File: config.mk
export PLATFORM = sky130hd
export DESIGN_NAME = traffic_light_pedestrian_controller_core
export DESIGN_NICKNAME = d
export VERILOG_FILES = /design/src/rtl/tlpc_pkg.sv /design/src/rtl/tlpc_cfg_regs.sv /design/src/rtl/tlpc_step.sv /design/src/rtl/traffic_light_pedestrian_controller_core.sv
export SDC_FILE = /design/constraint.sdc
export NUM_CORES = 1
export LEC_CHECK = 0
export BUFFER_PORTS_ARGS = -buffer_cell sky130_fd_sc_hd__buf_2
export CORE_MARGIN = 8
export CORE_UTILIZATION = 50
export DETAILED_ROUTE_END_ITERATION = 7
export PLACE_DENSITY = 0.68
export SLEW_MARGIN = 20
export SYNTH_ARGS = -nofsm -noshare
export SYNTH_HDL_FRONTEND = slang
export SYNTH_HIERARCHICAL = 1
export SYNTH_SLANG_ARGS = --single-unit
File: constraint.sdc
create_clock -name i_clk -period 13.2 [get_ports i_clk]
set_input_delay 0.66 -clock i_clk [delete_from_list [all_inputs] [get_ports i_clk]]
set_output_delay 0.66 -clock i_clk [all_outputs]
set_load 0.01 [all_outputs]
File: src/rtl/tlpc_pkg.sv
// Shared types and constants for the traffic light pedestrian controller.
package tlpc_pkg;

    localparam int unsigned TickW  = 16;
    localparam int unsigned CycleW = 4;
    localparam int unsigned IndexW = 2;

    localparam logic [TickW-1:0]  LongPhaseReset = 16'd5000;
    localparam logic [TickW-1:0]  BlinkHalfReset = 16'd500;
    localparam logic [CycleW-1:0] BlinkCycReset  = 4'd5;

    typedef enum logic [IndexW-1:0] {
        REG_LONG_PHASE = 2'd0,
        REG_BLINK_HALF = 2'd1,
        REG_BLINK_CYC  = 2'd2
    } t_reg_index;

    typedef enum logic [2:0] {
        PH_RED      = 3'd0,
        PH_GREEN    = 3'd1,
        PH_YELLOW   = 3'd2,
        PH_WALK     = 3'd3,
        PH_WARN     = 3'd4,
        PH_END      = 3'd5,
        PH_WALK_RED = 3'd6
    } t_phase;

    typedef struct packed {
        logic [TickW-1:0]  long_phase_ticks;
        logic [TickW-1:0]  blink_half_ticks;
        logic [CycleW-1:0] blink_cycles;
    } t_cfg;

    typedef struct packed {
        t_phase            phase;
        logic [TickW-1:0]  tick_count;
        logic [CycleW-1:0] blink_count;
        logic              blink_off_half;
    } t_state;

    typedef struct packed {
        logic       car_red;
        logic       car_green;
        logic       car_yellow;
        logic       walk_red;
        logic       walk_green;
        logic       walk_yellow;
        logic [2:0] phase_code;
    } t_lamps;

endpackage

File: src/rtl/tlpc_cfg_regs.sv
// Configuration register file for the traffic light pedestrian controller.
module tlpc_cfg_regs
    import tlpc_pkg::*;
(
    input  logic              i_clk,
    input  logic              i_rst_n,
    input  logic              i_wr_en,
    input  logic [IndexW-1:0] i_index,
    input  logic [TickW-1:0]  i_data,
    output t_cfg              o_cfg
);

    t_cfg r_cfg;

    always_ff @(posedge i_clk) begin
        if (!i_rst_n) begin
            r_cfg.long_phase_ticks <= LongPhaseReset;
            r_cfg.blink_half_ticks <= BlinkHalfReset;
            r_cfg.blink_cycles     <= BlinkCycReset;
        end else if (i_wr_en) begin
            unique case (i_index)
                REG_LONG_PHASE: r_cfg.long_phase_ticks <= i_data;
                REG_BLINK_HALF: r_cfg.blink_half_ticks <= i_data;
                REG_BLINK_CYC:  r_cfg.blink_cycles     <= i_data[CycleW-1:0];
                default: ;
            endcase
        end
    end

    assign o_cfg = r_cfg;

endmodule

File: src/rtl/tlpc_step.sv
// Next-state and lamp decode logic for one request of the controller.
module tlpc_step
    import tlpc_pkg::*;
(
    input  t_state i_state,
    input  t_cfg   i_cfg,
    input  logic   i_tick,
    input  logic   i_button_press,
    output t_state o_state,
    output t_lamps o_lamps
);

    t_state            n_state;
    t_phase            succ;
    logic              blink;
    logic              on_half;
    logic [TickW-1:0]  cnt_inc;
    logic [CycleW-1:0] cyc_inc;

    always_comb begin
        unique case (i_state.phase)
            PH_RED:    succ = PH_GREEN;
            PH_GREEN:  succ = PH_YELLOW;
            PH_YELLOW: succ = PH_RED;
            PH_WARN:   succ = PH_WALK;
            PH_WALK:   succ = PH_END;
            PH_END:    succ = PH_WALK_RED;
            default:   succ = PH_RED;
        endcase
    end

    assign blink   = (i_state.phase == PH_YELLOW) || (i_state.phase == PH_WARN) ||
                     (i_state.phase == PH_END);
    assign cnt_inc = i_state.tick_count + TickW'(1);
    assign cyc_inc = i_state.blink_count + CycleW'(1);

    always_comb begin
        n_state = i_state;
        if (i_button_press && ((i_state.phase == PH_RED) || (i_state.phase == PH_GREEN) ||
                               (i_state.phase == PH_YELLOW))) begin
            n_state.phase          = (i_state.phase == PH_RED) ? PH_WALK : PH_WARN;
            n_state.tick_count     = '0;
            n_state.blink_count    = '0;
            n_state.blink_off_half = 1'b0;
        end else if (i_tick) begin
            n_state.tick_count = cnt_inc;
            if (!blink) begin
                if (cnt_inc >= i_cfg.long_phase_ticks) begin
                    n_state.phase       = succ;
                    n_state.tick_count  = '0;
                    n_state.blink_count = '0;
                end
            end else if (cnt_inc >= i_cfg.blink_half_ticks) begin
                n_state.tick_count = '0;
                if (!i_state.blink_off_half) begin
                    n_state.blink_off_half = 1'b1;
                end else begin
                    n_state.blink_off_half = 1'b0;
                    n_state.blink_count    = cyc_inc;
                    if (cyc_inc >= i_cfg.blink_cycles) begin
                        n_state.phase       = succ;
                        n_state.blink_count = '0;
                    end
                end
            end
        end
    end

    assign on_half = !n_state.blink_off_half;

    always_comb begin
        o_lamps.car_red     = (n_state.phase == PH_RED) || (n_state.phase == PH_WALK);
        o_lamps.car_green   = (n_state.phase == PH_GREEN);
        o_lamps.car_yellow  = ((n_state.phase == PH_YELLOW) || (n_state.phase == PH_WARN) ||
                               (n_state.phase == PH_END)) && on_half;
        o_lamps.walk_red    = (n_state.phase == PH_WALK_RED);
        o_lamps.walk_green  = (n_state.phase == PH_WALK);
        o_lamps.walk_yellow = ((n_state.phase == PH_WARN) || (n_state.phase == PH_END)) &&
                              on_half;
        o_lamps.phase_code  = n_state.phase;
    end

    assign o_state = n_state;

endmodule

File: src/rtl/traffic_light_pedestrian_controller_core.sv
// Top level of the traffic light controller with pedestrian button.
// Each request carries a tick flag and a button-press flag and produces exactly one result
// with the six lamp states and the phase code as they stand after that request. A request
// is taken every clock while the result side keeps taking: the phase and counters update and
// the result lands in an output register, so throughput is one request per cycle under that
// condition. Configuration writes are accepted at any time with ready held high; index three
// is ignored.
module traffic_light_pedestrian_controller_core
    import tlpc_pkg::*;
(
    input  logic              i_clk,
    input  logic              i_rst_n,
    input  logic              i_in_valid,
    output logic              o_in_ready,
    input  logic              i_tick,
    input  logic              i_button_press,
    output logic              o_out_valid,
    input  logic              i_out_ready,
    output logic              o_car_red,
    output logic              o_car_green,
    output logic              o_car_yellow,
    output logic              o_walk_red,
    output logic              o_walk_green,
    output logic              o_walk_yellow,
    output logic [2:0]        o_phase_code,
    input  logic              i_cfg_valid,
    output logic              o_cfg_ready,
    input  logic [IndexW-1:0] i_cfg_index,
    input  logic [TickW-1:0]  i_cfg_data
);

    t_cfg   cfg;
    t_state r_state;
    t_state n_state;
    t_lamps r_lamps;
    t_lamps n_lamps;
    logic   r_out_valid;
    logic   in_accept;

    assign o_cfg_ready = 1'b1;
    assign o_in_ready  = !r_out_valid || i_out_ready;
    assign in_accept   = i_in_valid && o_in_ready;

    tlpc_cfg_regs u_cfg (
        .i_clk   (i_clk),
        .i_rst_n (i_rst_n),
        .i_wr_en (i_cfg_valid),
        .i_index (i_cfg_index),
        .i_data  (i_cfg_data),
        .o_cfg   (cfg)
    );

    tlpc_step u_step (
        .i_state        (r_state),
        .i_cfg          (cfg),
        .i_tick         (i_tick),
        .i_button_press (i_button_press),
        .o_state        (n_state),
        .o_lamps        (n_lamps)
    );

    always_ff @(posedge i_clk) begin
        if (!i_rst_n) begin
            r_state.phase          <= PH_RED;
            r_state.tick_count     <= '0;
            r_state.blink_count    <= '0;
            r_state.blink_off_half <= 1'b0;
            r_out_valid            <= 1'b0;
        end else begin
            if (in_accept) begin
                r_state     <= n_state;
                r_out_valid <= 1'b1;
            end else if (i_out_ready) begin
                r_out_valid <= 1'b0;
            end
        end
    end

    always_ff @(posedge i_clk) begin
        if (in_accept) begin
            r_lamps <= n_lamps;
        end
    end

    assign o_out_valid   = r_out_valid;
    assign o_car_red     = r_lamps.car_red;
    assign o_car_green   = r_lamps.car_green;
    assign o_car_yellow  = r_lamps.car_yellow;
    assign o_walk_red    = r_lamps.walk_red;
    assign o_walk_green  = r_lamps.walk_green;
    assign o_walk_yellow = r_lamps.walk_yellow;
    assign o_phase_code  = r_lamps.phase_code;

endmodule

=== Word-level counts from Yosys, hierarchy flattened ===
Index checks and enable logic that the tools add are counted.

* Flip-flop bits (word level): 70
* Output and inout bits: 12

* Multiplexer cells: 15
* Reduce and logical (&&, ||, !) cells: 26
* Magnitude comparators: 3
* $add $sub $neg: 2
* Equality and inequality tests: 15

{| class="wikitable"
|+ Operators with widths
! cell !! number
|-
| $mux W24 || 3
|-
| $mux W23 || 2
|-
| $ge A16 B16 Y1 || 2
|-
| $add A16 B1 Y16 const B || 1
|-
| $eq A3 B3 Y1 const B || 5
|-
| $pmux W3 S5 || 1
|-
| $eq A3 B2 Y1 const B || 4
|-
| $logic_or A1 B1 Y1 || 9
|-
| $mux W3 || 3
|-
| $mux W4 || 2
|-
| $reduce_and A2 Y1 || 4
|-
| $eq A3 B1 Y1 const B || 2
|-
| $logic_not A3 Y1 || 2
|-
| $ne A3 B3 Y1 const B || 2
|-
| $reduce_and A5 Y1 || 1
|-
| $add A4 B1 Y4 const B || 1
|-
| $ge A4 B4 Y1 || 1
|-
| $logic_and A1 B1 Y1 || 4
|-
| $mux W1 || 4
|-
| $reduce_bool A2 Y1 || 2
|-
| $reduce_bool A3 Y1 || 1
|-
| $eq A2 B1 Y1 const B || 1
|-
| $eq A2 B2 Y1 const B || 1
|-
| $logic_not A1 Y1 || 2
|-
| $logic_not A2 Y1 || 1
|}

=== Logic depth before layout (Yosys ltp) ===
Gate-level depths: netlist of the first run.

* Depth after elaboration: 12
* Depth in mapped cells: 20
* Mapped depth without buffers: 18

=== Modules after synthesis ===
The synthesis of the first run kept the hierarchy.

{| class="wikitable"
|+ Modules (own cells, without submodules)
! module !! area an instance (um2) !! instances !! cells an instance
|-
| tlpc_step || 2020.7 || 1 || 309
|-
| tlpc_cfg_regs || 1498.9 || 1 || 146
|-
| traffic_light_pedestrian_controller_core || 1310.0 || 1 || 120
|}

=== Worst setup path after synthesis of the first run ===
No wires, ideal clock.

* Kind: register to register
* Start: register r_state[5] (netlist name)
* End: register r_lamps (netlist bit o_walk_red), data pin
* Arrival time: 3943 ps
* Stages on the path, launching flop included: 16
* Path slack: 9002 ps
* Setup time: 255 ps
* Clock period less this slack: 4198 ps
* Cell sequence: dfxtp_1 -> ha_1 -> nand3_1 -> nor3_1 -> and3_1 -> nand3_1 -> xnor2_1 -> ha_1 -> nand4_1 -> nor3_2 -> or4b_4 -> a31oi_4 -> o2bb2ai_4 -> and2_1 -> mux2_1 -> and3b_1

{| class="wikitable"
|+ RTL lines
! element !! RTL line !! source
|-
| start, declared || traffic_light_pedestrian_controller_core.sv:33 || <nowiki>t_state r_state;</nowiki>
|-
| start signal, assigned || traffic_light_pedestrian_controller_core.sv:71 || <nowiki>r_state <= n_state;</nowiki>
|-
| end signal, assigned || traffic_light_pedestrian_controller_core.sv:81 || <nowiki>r_lamps <= n_lamps;</nowiki>
|-
| end, declared || traffic_light_pedestrian_controller_core.sv:35 || <nowiki>t_lamps r_lamps;</nowiki>
|}

==> impl_metrics.env, run 1 <==
export IMPL_status="completed"
export IMPL_drc_errors=0
export IMPL_crit_arrival_ns=5.28
export IMPL_reg2reg_from="r_state[5]"
export IMPL_crit_fanout=12
export IMPL_ant_nets=0
export IMPL_fin_crit_ns=5.00
export IMPL_drt_iter0_drc=290
export IMPL_min_to="u_cfg/o_cfg[30]"
export IMPL_hold_buffers=0
export IMPL_synth_seq_cells=70
export IMPL_start_util_pct=50.3
export IMPL_leakagePower_nw=2.28
export IMPL_num_rows=36
export IMPL_vias_per_cell=5.42
export IMPL_vias=3928
export IMPL_maxSlewViolCount=0
export IMPL_drt_pass1_iter_count=4
export IMPL_die_w_um=114
export IMPL_switchingPower_mw=0.133
export IMPL_grt_use_total_pct=17.6
export IMPL_post_drt_wl_per_cell_um=14.9
export IMPL_synth_ff_type="dfxtp_1"
export IMPL_yosysWarnings=6
export IMPL_crit_slowest_cell="nor2_1"
export IMPL_hold_viol=0
export IMPL_powerDensity_mw_per_mm2=91.3
export IMPL_sw_frac_of_total_pct=28.2
export IMPL_antenna_found_initial=0
export IMPL_cts_sinks=70
export IMPL_crit_path_max_incr_delay_ns=0.53
export IMPL_cts_resized=0
export IMPL_clk_latency_ns=0.36
export IMPL_tns_ns=0
export IMPL_fin_skew_ns=0.00733
export IMPL_grt_pass1_wl_um=18400
export IMPL_nFillCells=899
export IMPL_seqPwrFrac_pct=49.6
export IMPL_syn_avg_cell_area_um2=8.40
export IMPL_synth_async_reset_ratio_pct=0
export IMPL_wl_um=10800
export IMPL_synth_seq_area_share_pct=30.9
export IMPL_worst_pin_slew_ns=0.964
export IMPL_holdPathStages=2
export IMPL_worst_endpoint_required_ns=13.48
export IMPL_cp_start_kind="register"
export IMPL_htree_levels=3
export IMPL_synth_net_count=638
export IMPL_crit_path_end_kind="register"
export IMPL_grt_max_degree=100
export IMPL_peakVddDrop_v=0.0000561
export IMPL_cts_inserted_buffers=9
export IMPL_fin_nets=650
export IMPL_die_area_mm2=0.0131
export IMPL_io_pins=37
export IMPL_r2r_cells=17
export IMPL_cts_setup_buffers=0
export IMPL_gr_total_overflow=0
export IMPL_drive_gt1_share_pct=10.6
export IMPL_ys_types=65
export IMPL_gp_congestion=0.862
export IMPL_cts_tree="built"
export IMPL_io_buffers=35
export IMPL_rsz0062_at_grt="false"
export IMPL_hp_class="register to register"
export IMPL_synth_edff_count=9
export IMPL_final_util_pct=53.7
export IMPL_reg2reg_slack_ns=8.20
export IMPL_cp_cell_sequence="ha_1, nand3_1, nor3_1, and3_1, nand3_1, xnor2_1, ha_1, nand4_1, nor3_2, a221oi_1, nand3_1, o2bb2ai_1, nor2_1, nand3b_1, a21oi_1, nand2_1, mux2i_1"
export IMPL_dpl_hpwl_um=7840
export IMPL_area_growth_pct=6.68
export IMPL_coreArea_mm2=0.00959
export IMPL_syn_area_mm2=0.00483
export IMPL_max_freq_mhz=200
export IMPL_finalSetupViolCount=0
export IMPL_die_height_um=114
export IMPL_clkTransAtPathRegs_ns=0.08
export IMPL_worst_hold_startpoint="u_cfg/o_cfg[30]"
export IMPL_cts_root_buffer="clkbuf_8"
export IMPL_combinationalPowerShare_pct=13.6
export IMPL_clockBufferDepth=2
export IMPL_critPathMostFrequentCell="nand3_1"
export IMPL_diodes=0
export IMPL_path_class="register to register"
export IMPL_clkPwrFrac_pct=36.8
export IMPL_rr_endpoint="r_state[18]"
export IMPL_synthCells=575
export IMPL_p_int_mw=0.338
export IMPL_grt_pass1_vias=3936
export IMPL_fin_crit_sh_pct=37.9
export IMPL_drv_cap=0
export IMPL_slew_headroom_pct=35.7
## cell usage in the layout, fill, tap and decap left out, drive strengths merged, types with 12 or more instances in the layout
| cell type | n |
|---|---|
| a21oi | 32 |
| buf | 38 |
| clkbuf | 13 |
| dfxtp | 61 |
| ha | 38 |
| inv | 43 |
| mux2i | 55 |
| nand2 | 111 |
| nand3 | 16 |
| nor2 | 26 |
| nor2b | 12 |
| o21ai | 21 |
## metal layers
| metal | global-route usage (%) | vias up | share of wire [%] |
|---|---|---|---|
| met3 | 4.17 | 11 | 3.6 |
| met4 | 7.19 | 0 | 1.4 |
| met1 | 21.0 | 1848 | 46 |
| met5 | 0 | - | 0 |
| met2 | 29.7 | 65 | 49 |
| li1 | - | 2004 | - |
## stage by stage
step	hold slack [ns]	cells	setup WS (ns)	instance area, um2	power [mW]
final	0.465	725	8.20	5150	0.470
after global routing	0.483	725	7.64	5150	0.496
after CTS	0.467	725	8.25	5150	0.477
after detailed placement	0.451	709	8.28	4960	0.303
after global placement	0.446	709	8.58	4960	0.301
after floorplan	0.431	575	9.00	4830	0.290
## worst max path at each step
stage	start	to	slack, ns	cells after the start
3_3_place_gp	r_state[5]	r_state[17]	8.58	17
5_1_grt	r_state[5]	r_state[18]	7.64	17
4_1_cts	r_state[5]	r_state[18]	8.25	17
3_5_place_dp	r_state[5]	r_state[18]	8.28	17
6_report	r_state[5]	r_state[18]	8.20	17
2_1_floorplan	r_state[5]	o_walk_red	9.00	15
## power groups by stage
stage	clock network, mW	logic (mW)	registers [mW]
floorplan	0	0.0533	0.236
global placement	0	0.0626	0.238
detailed placement	0	0.0642	0.238
CTS	0.179	0.0645	0.233
global route	0.190	0.0712	0.235
finish	0.173	0.0641	0.233
## cell families after synthesis
logic type      share of synthesized area (%)
flops                                    30.9
other cells                            0.0776
xor+xnor                                 3.26
compound gates                           12.5
mux                                      11.6
buf+inv                                  8.26
fa+ha+maj                                10.1
simple gates                             23.3
## layout make-up
class / instances / area, um2 / area share, %
Multi-Input combinational cell: 426 / 2940 / 57.1
Tap cell: 133 / 166 / 3.23
Sequential cell: 70 / 1490 / 28.9
Timing Repair Buffer: 38 / 198 / 3.84
Inverter: 42 / 158 / 3.06
Clock inverter: 3 / 25.0 / 0.486
Clock buffer: 13 / 170 / 3.30
## flip-flops by register name (all words and copies together), names as in the netlist
name and flops:
o_phase_code 3, o_out_valid 1, r_state 24, o_walk_green 1
o_car_red 1, o_walk_red 1, o_car_green 1, o_car_yellow 1
u_cfg/o_cfg 36, o_walk_yellow 1
## synth_stat cells, types with 2 or more instances
library cell	number	area, um2
mux2i_1	55	551
and3_1	6	37.5
nand4_1	7	43.8
dfxtp_1	61	1220
a211o_1	6	52.6
edfxtp_1	9	270
nand3b_4	2	40.0
nor2_1	26	97.6
or3_1	2	12.5
nand3b_1	7	52.6
buf_12	2	40.0
buf_2	5	25.0
buf_4	6	45.0
and3b_1	4	35.0
nand2_1	111	417
nor2b_1	12	75.1
xor2_1	10	87.6
a31o_1	2	17.5
ha_1	38	475
nand2b_1	8	50.1
o2111ai_1	2	17.5
buf_6	5	56.3
o211ai_1	3	22.5
a31oi_1	2	12.5
nand4bb_1	3	33.8
inv_1	42	158
and4b_1	4	40.0
nor3_2	2	20.0
a21o_1	3	22.5
a21oi_1	31	155
a21boi_0	2	15.0
o21ai_0	19	95.1
o21ai_1	2	10.0
a22oi_1	4	30.0
clkbuf_1	17	63.8
nor3_1	4	20.0
xnor2_1	8	70.1
nand3_1	16	80.1
## worst max-delay path: cells and delay by family, from the launching register on
kind                     cells  cell delay (ns)
adder cells (fa/ha/maj)      2             0.60
XOR/XNOR                     1             0.30
multiplexers                 1             0.18
AND/OR/NAND/NOR             10             2.29
AO/OA/AOI/OAI                3             1.06
flip-flops                   1             0.49
No activity file was read; power rests on OpenSTA's default activity.
==> inputs of run 2 (changes only) <==
Settings changed: ABC_AREA from default to 1, PLACE_DENSITY 0.68 to 0.71.
Clock period 13.2 ns to 4.5 ns, I/O delays scaled along.
==> impl_metrics.env, run 2 <==
export IMPL_die_area_mm2=0.0136
export IMPL_synthAdderAreaFrac_pct=9.40
export IMPL_fin_crit_sh_pct=86.0
export IMPL_hold_viol=0
export IMPL_hold_buffers=0
export IMPL_layout_common_cells="161 x nand2_1, 127 x inv_1, 92 x nor2_1"
export IMPL_drive_gt1_share_pct=12.1
export IMPL_coreArea_mm2=0.00982
export IMPL_synthCells=753
export IMPL_leakagePower_nw=2.77
export IMPL_syn_avg_cell_area_um2=6.71
export IMPL_drt_pass1_iter_count=4
export IMPL_crit_fanout=16
export IMPL_max_freq_mhz=258
export IMPL_grt_pass1_vias=4401
export IMPL_fin_skew_ns=0.0141
export IMPL_synth_area_leaders="dfxtp_1 24%, nand2_1 12%, inv_1 9.4%, ha_1 9.4%, nor2_1 6.8%"
export IMPL_worst_endpoint_required_ns=4.79
export IMPL_synth_top_area_share_pct=24.2
export IMPL_maxSlewViolCount=0
export IMPL_io_pins=37
export IMPL_total_power_mw=1.65
export IMPL_crit_path_end_kind="register"
export IMPL_muxShareOfSynthArea_pct=0
export IMPL_dpl_hpwl_um=8240
export IMPL_slew_headroom_pct=34.1
export IMPL_die_w_um=117
export IMPL_synthXorXnorAreaFrac_pct=1.88
export IMPL_synth_commonest_cells="161 x nand2_1, 127 x inv_1, 92 x nor2_1, 68 x nand3_1, 63 x a21oi_1"
export IMPL_cp_start_kind="register"
export IMPL_yosysWarnings=6
export IMPL_final_common_cell="nand2_1"
export IMPL_gr_total_overflow=0
export IMPL_fin_nets=827
export IMPL_hp_class="input port to register"
export IMPL_ant_nets=0
export IMPL_grt_max_degree=62
export IMPL_ys_types=40
export IMPL_path_class="register to register"
export IMPL_synth_top_family_by_area="simple AND/OR/NAND/NOR gates"
export IMPL_hold_ws_ns=0.0850
export IMPL_crit_arrival_ns=4.16
export IMPL_synth_ff_type="dfxtp_1"
export IMPL_wl_um=11200
export IMPL_synth_async_reset_ratio_pct=0
export IMPL_yosys_area_share_simple_pct=31.0
export IMPL_status="completed"
export IMPL_clkTransAtPathRegs_ns=0.08
export IMPL_area_growth_pct=5.67
export IMPL_start_util_pct=51.5
export IMPL_grt_use_total_pct=17.6
export IMPL_cts_sinks=70
export IMPL_io_buffers=35
export IMPL_post_drt_wl_per_cell_um=12.4
export IMPL_antenna_found_initial=0
export IMPL_drt_iter0_drc=197
export IMPL_synth_seq_area_share_pct=29.5
export IMPL_drc_errors=0
export IMPL_cts_resized=0
export IMPL_peakVddDrop_v=0.000150
export IMPL_final_util_pct=54.4
export IMPL_tns_ns=0
export IMPL_die_height_um=117
export IMPL_drv_cap=0
export IMPL_clockBufferDepth=2
export IMPL_htree_levels=3
export IMPL_synth_compound_area_share_pct=13.3
export IMPL_grt_pass1_wl_um=19500
export IMPL_cts_tree="built"
export IMPL_largest_register_ffs=36
export IMPL_num_rows=36
export IMPL_vias=4540
export IMPL_clk_latency_ns=0.35
export IMPL_finalSetupViolCount=0
export IMPL_cts_root_buffer="clkbuf_8"
export IMPL_vias_per_cell=5.03
export IMPL_synth_top_area_cell="dfxtp_1"
export IMPL_worst_pin_slew_ns=0.988
export IMPL_rsz0062_at_grt="false"
export IMPL_cts_inserted_buffers=9
export IMPL_synth_net_count=816
export IMPL_powerDensity_mw_per_mm2=309
export IMPL_synth_most_common_cell="nand2_1"
export IMPL_syn_area_mm2=0.00506
export IMPL_synth_seq_cells=70
export IMPL_gp_congestion=0.859
export IMPL_cts_setup_buffers=0
export IMPL_synth_edff_count=9
export IMPL_diodes=0
export IMPL_reg2reg_slack_ns=0.63
export IMPL_fin_crit_ns=3.87
run 2: changes by cell type after synthesis, moves of 8 or more:
cell | before | now
a21oi_1 | 31 | 63
a21oi_2 | 1 | 11
nor2b_1 | 12 | 0
mux2i_1 | 55 | 0
nor2_1 | 26 | 92
nand3_1 | 16 | 68
clkbuf_1 | 17 | 7
nand2b_1 | 8 | 0
a211oi_1 | 0 | 8
inv_1 | 42 | 127
nand2_1 | 111 | 161
run 2: critical path: stages, from the launching register on:
cell,delay (ns)
dfxtp_1,0.48
ha_1,0.22
nand2_1,0.07
nor2_1,0.14
nand2_1,0.11
nor3_2,0.15
nand2_1,0.11
nor3_2,0.17
a21oi_1,0.09
a21oi_1,0.25
ha_1,0.29
nand2_1,0.12
o21bai_1,0.14
nand2_1,0.09
a21oi_2,0.23
nand4_4,0.21
o21ai_2,0.32
a21oi_1,0.13
a211oi_1,0.21
inv_1,0.06
nand3_1,0.07
nand2_1,0.06
nor2_1,0.09
run 2: worst paths after layout:
kind | startpoint | depth (start not counted) | end
max | r_state[5] | 22 | r_state[16]
min | i_cfg_data[6] | 3 | u_cfg/o_cfg[10]
min reg2reg | u_cfg/o_cfg[2] | 2 | u_cfg/o_cfg[2]
max reg2reg | r_state[5] | 22 | r_state[16]
run 2: area by class of cell:
cell class                      instances  area, um2
Sequential cell                        70       1490
Fill cell                            1016       4480
Timing Repair Buffer                   35        178
Inverter                              132        495
Tap cell                              133        166
Clock buffer                           12        165
Multi-Input combinational cell        516       2820
Clock inverter                          4       30.0
run 2: cells by family after synthesis:
logic type                 Yosys count
buffers and inverters              167
AOI/OAI and AO/OA                  114
other                                1
DFF                                 70
adders and majority gates           38
and+or+nand+nor                    353
xor gates and xnor gates            10
run 2: routing by layer:
layer | global-route usage (%) | share of wire [%]
met1 | 19.6 | 45
met2 | 32.4 | 50
met3 | 3.62 | 2.7
met4 | 6.48 | 1.8
met5 | 0 | 0
run 2: metrics by stage:
| step | std cells | instance area (um2) | worst slack (ns) |
|---|---|---|---|
| floorplan | 753 | 5060 | 1.33 |
| finish | 902 | 5340 | 0.629 |
| detailed placement | 886 | 5140 | 0.676 |
| global placement | 886 | 5140 | 0.812 |
| CTS | 902 | 5340 | 0.640 |
| global route | 902 | 5340 | 0.112 |
run 2: power by group:
| part | internal (mW) | switching [mW] | total (mW) |
|---|---|---|---|
| Clock | 0.246 | 0.246 | 0.493 |
| Combinational | 0.154 | 0.286 | 0.440 |
| Sequential | 0.683 | 0.0371 | 0.720 |
==> inputs of run 3 (changes only) <==
Settings changed: CELL_PAD_IN_SITES_DETAIL_PLACEMENT from default to 1, CELL_PAD_IN_SITES_GLOBAL_PLACEMENT from default to 1, CORE_UTILIZATION 50 to 40, PLACE_DENSITY 0.71 to default, PLACE_DENSITY_LB_ADDON from default to 0.1.
==> impl_metrics.env, run 3 (synthesis gave the netlist of run 2 again) <==
export IMPL_path_class="register to register"
export IMPL_grt_max_degree=62
export IMPL_setup_slack_ns=0.634
export IMPL_gp_congestion=0.804
export IMPL_die_w_um=128
export IMPL_vias_per_cell=4.98
export IMPL_gr_total_overflow=0
export IMPL_fin_skew_ns=0.00802
export IMPL_maxSlewViolCount=0
export IMPL_drt_pass1_iter_count=4
export IMPL_cts_inserted_buffers=9
export IMPL_grt_use_total_pct=17.5
export IMPL_post_drt_wl_per_cell_um=14.3
export IMPL_powerDensity_mw_per_mm2=334
export IMPL_cts_resized=0
export IMPL_antenna_found_initial=0
export IMPL_final_util_pct=43.9
export IMPL_drive_gt1_share_pct=11.8
export IMPL_drt_iter0_drc=212
export IMPL_finalSetupViolCount=0
export IMPL_design_area_mm2=0.00547
export IMPL_hold_ws_ns=0.0983
export IMPL_clk_latency_ns=0.34
export IMPL_hp_class="input port to register"
export IMPL_reg2reg_slack_ns=0.63
export IMPL_seqPwrFrac_pct=39.5
export IMPL_clockBufferDepth=2
export IMPL_tns_ns=0
export IMPL_cts_setup_buffers=0
export IMPL_dr_wl_met2_um=6940
export IMPL_hold_viol=0
export IMPL_p_int_mw=1.21
export IMPL_switchingPower_mw=0.613
export IMPL_wl_met3_um=297
export IMPL_place_inst=926
export IMPL_io_pins=37
export IMPL_dpl_instance_area_mm2=0.00520
export IMPL_fin_crit_sh_pct=85.9
export IMPL_dpl_hpwl_um=9930
export IMPL_drv_cap=0
export IMPL_max_freq_mhz=259
export IMPL_combinationalPowerShare_pct=25.0
export IMPL_grt_pass1_vias=4872
export IMPL_crit_arrival_ns=4.15
export IMPL_hold_buffers=0
export IMPL_layout_common_cells="161 x nand2_1, 127 x inv_1, 92 x nor2_1"
export IMPL_clkTransAtPathRegs_ns=0.06
export IMPL_cts_root_buffer="clkbuf_16"
export IMPL_ant_nets=0
export IMPL_num_rows=41
export IMPL_status="completed"
export IMPL_area_growth_pct=8.19
export IMPL_worst_endpoint_required_ns=4.78
export IMPL_grt_pass1_wl_um=23100
export IMPL_cp_start_kind="register"
export IMPL_htree_levels=3
export IMPL_cts_sinks=70
export IMPL_sw_frac_of_total_pct=33.6
export IMPL_drc_errors=0
export IMPL_dp_slack_ns=0.505
export IMPL_start_util_pct=40.6
export IMPL_die_area_mm2=0.0165
export IMPL_total_power_mw=1.83
export IMPL_peakVddDrop_v=0.000127
export IMPL_wl_um=13500
export IMPL_die_height_um=128
export IMPL_clkPwrFrac_pct=35.5
export IMPL_crit_path_end_kind="register"
export IMPL_coreArea_mm2=0.0125
export IMPL_stdcell_count=942
export IMPL_final_common_cell="nand2_1"
export IMPL_vias=4693
export IMPL_slew_headroom_pct=31.9
export IMPL_fin_crit_ns=3.87
export IMPL_wl_met1_um=5920
export IMPL_maxUsedRoutingLayer="met4"
export IMPL_largest_register_ffs=36
export IMPL_rsz0062_at_grt="false"
export IMPL_cts_tree="built"
export IMPL_fin_nets=828
export IMPL_leakagePower_nw=2.80
export IMPL_io_buffers=35
export IMPL_diodes=0
export IMPL_worst_pin_slew_ns=1.02
export IMPL_crit_fanout=16
==> run 3: cell types whose count changed in the layout (fill, tap and decap cells not counted) <==
| cell | before | now |
|---|---|---|
| clkbuf_1 | 0 | 3 |
| o21ai_4 | 1 | 2 |
| clkbuf_16 | 0 | 9 |
| clkinvlp_4 | 1 | 2 |
| clkbuf_8 | 12 | 0 |
| buf_2 | 34 | 35 |
| clkinv_2 | 1 | 2 |
| o21ai_2 | 1 | 0 |
| clkinv_4 | 2 | 0 |
==> run 3: area by class of cell <==
type                    instances  area [um2]
clock buffers                  12         236
flip-flops and latches         70        1490
repair buffers                 36         183
fillers                      1705        7000
clock inverters                 4        25.0
well taps                     172         215
multi-input cells             516        2820
inverters                     132         495
==> run 3: per-layer routing <==
metal,global-route usage [%],vias to the layer above
li1,-,2402
met1,19.5,2235
met2,32.0,37
met3,2.85,19
met4,7.83,0
met5,0,-
==> run 3: worst paths after layout <==
check	end	from	cells after the start
setup reg to reg	r_state[12]	r_state[5]	22
hold reg to reg	u_cfg/o_cfg[23]	u_cfg/o_cfg[23]	2
setup / recovery	r_state[12]	r_state[5]	22
hold / removal	u_cfg/o_cfg[10]	i_cfg_data[6]	3
==> run 3: worst max-delay path, stage by stage (launching register included) <==
cell	delay (ns)
dfxtp_1	0.46
ha_1	0.21
nand2_1	0.07
nor2_1	0.14
nand2_1	0.11
nor3_2	0.16
nand2_1	0.12
nor3_2	0.18
a21oi_1	0.10
a21oi_1	0.28
ha_1	0.30
nand2_1	0.12
o21bai_1	0.14
nand2_1	0.09
a21oi_2	0.20
nand4_4	0.21
o21ai_4	0.25
a21oi_1	0.13
a211oi_1	0.22
inv_1	0.07
nand3_1	0.08
nand2_1	0.06
nor2_1	0.09
==> run 3: power by group through the flow <==
| stage | clock network, mW | registers, mW | logic (mW) |
|---|---|---|---|
| after global placement | 0 | 0.734 | 0.435 |
| after detailed placement | 0 | 0.736 | 0.457 |
| final | 0.648 | 0.722 | 0.456 |
| after CTS | 0.669 | 0.723 | 0.460 |
| after global routing | 0.697 | 0.729 | 0.524 |
| after floorplan | 0 | 0.732 | 0.355 |
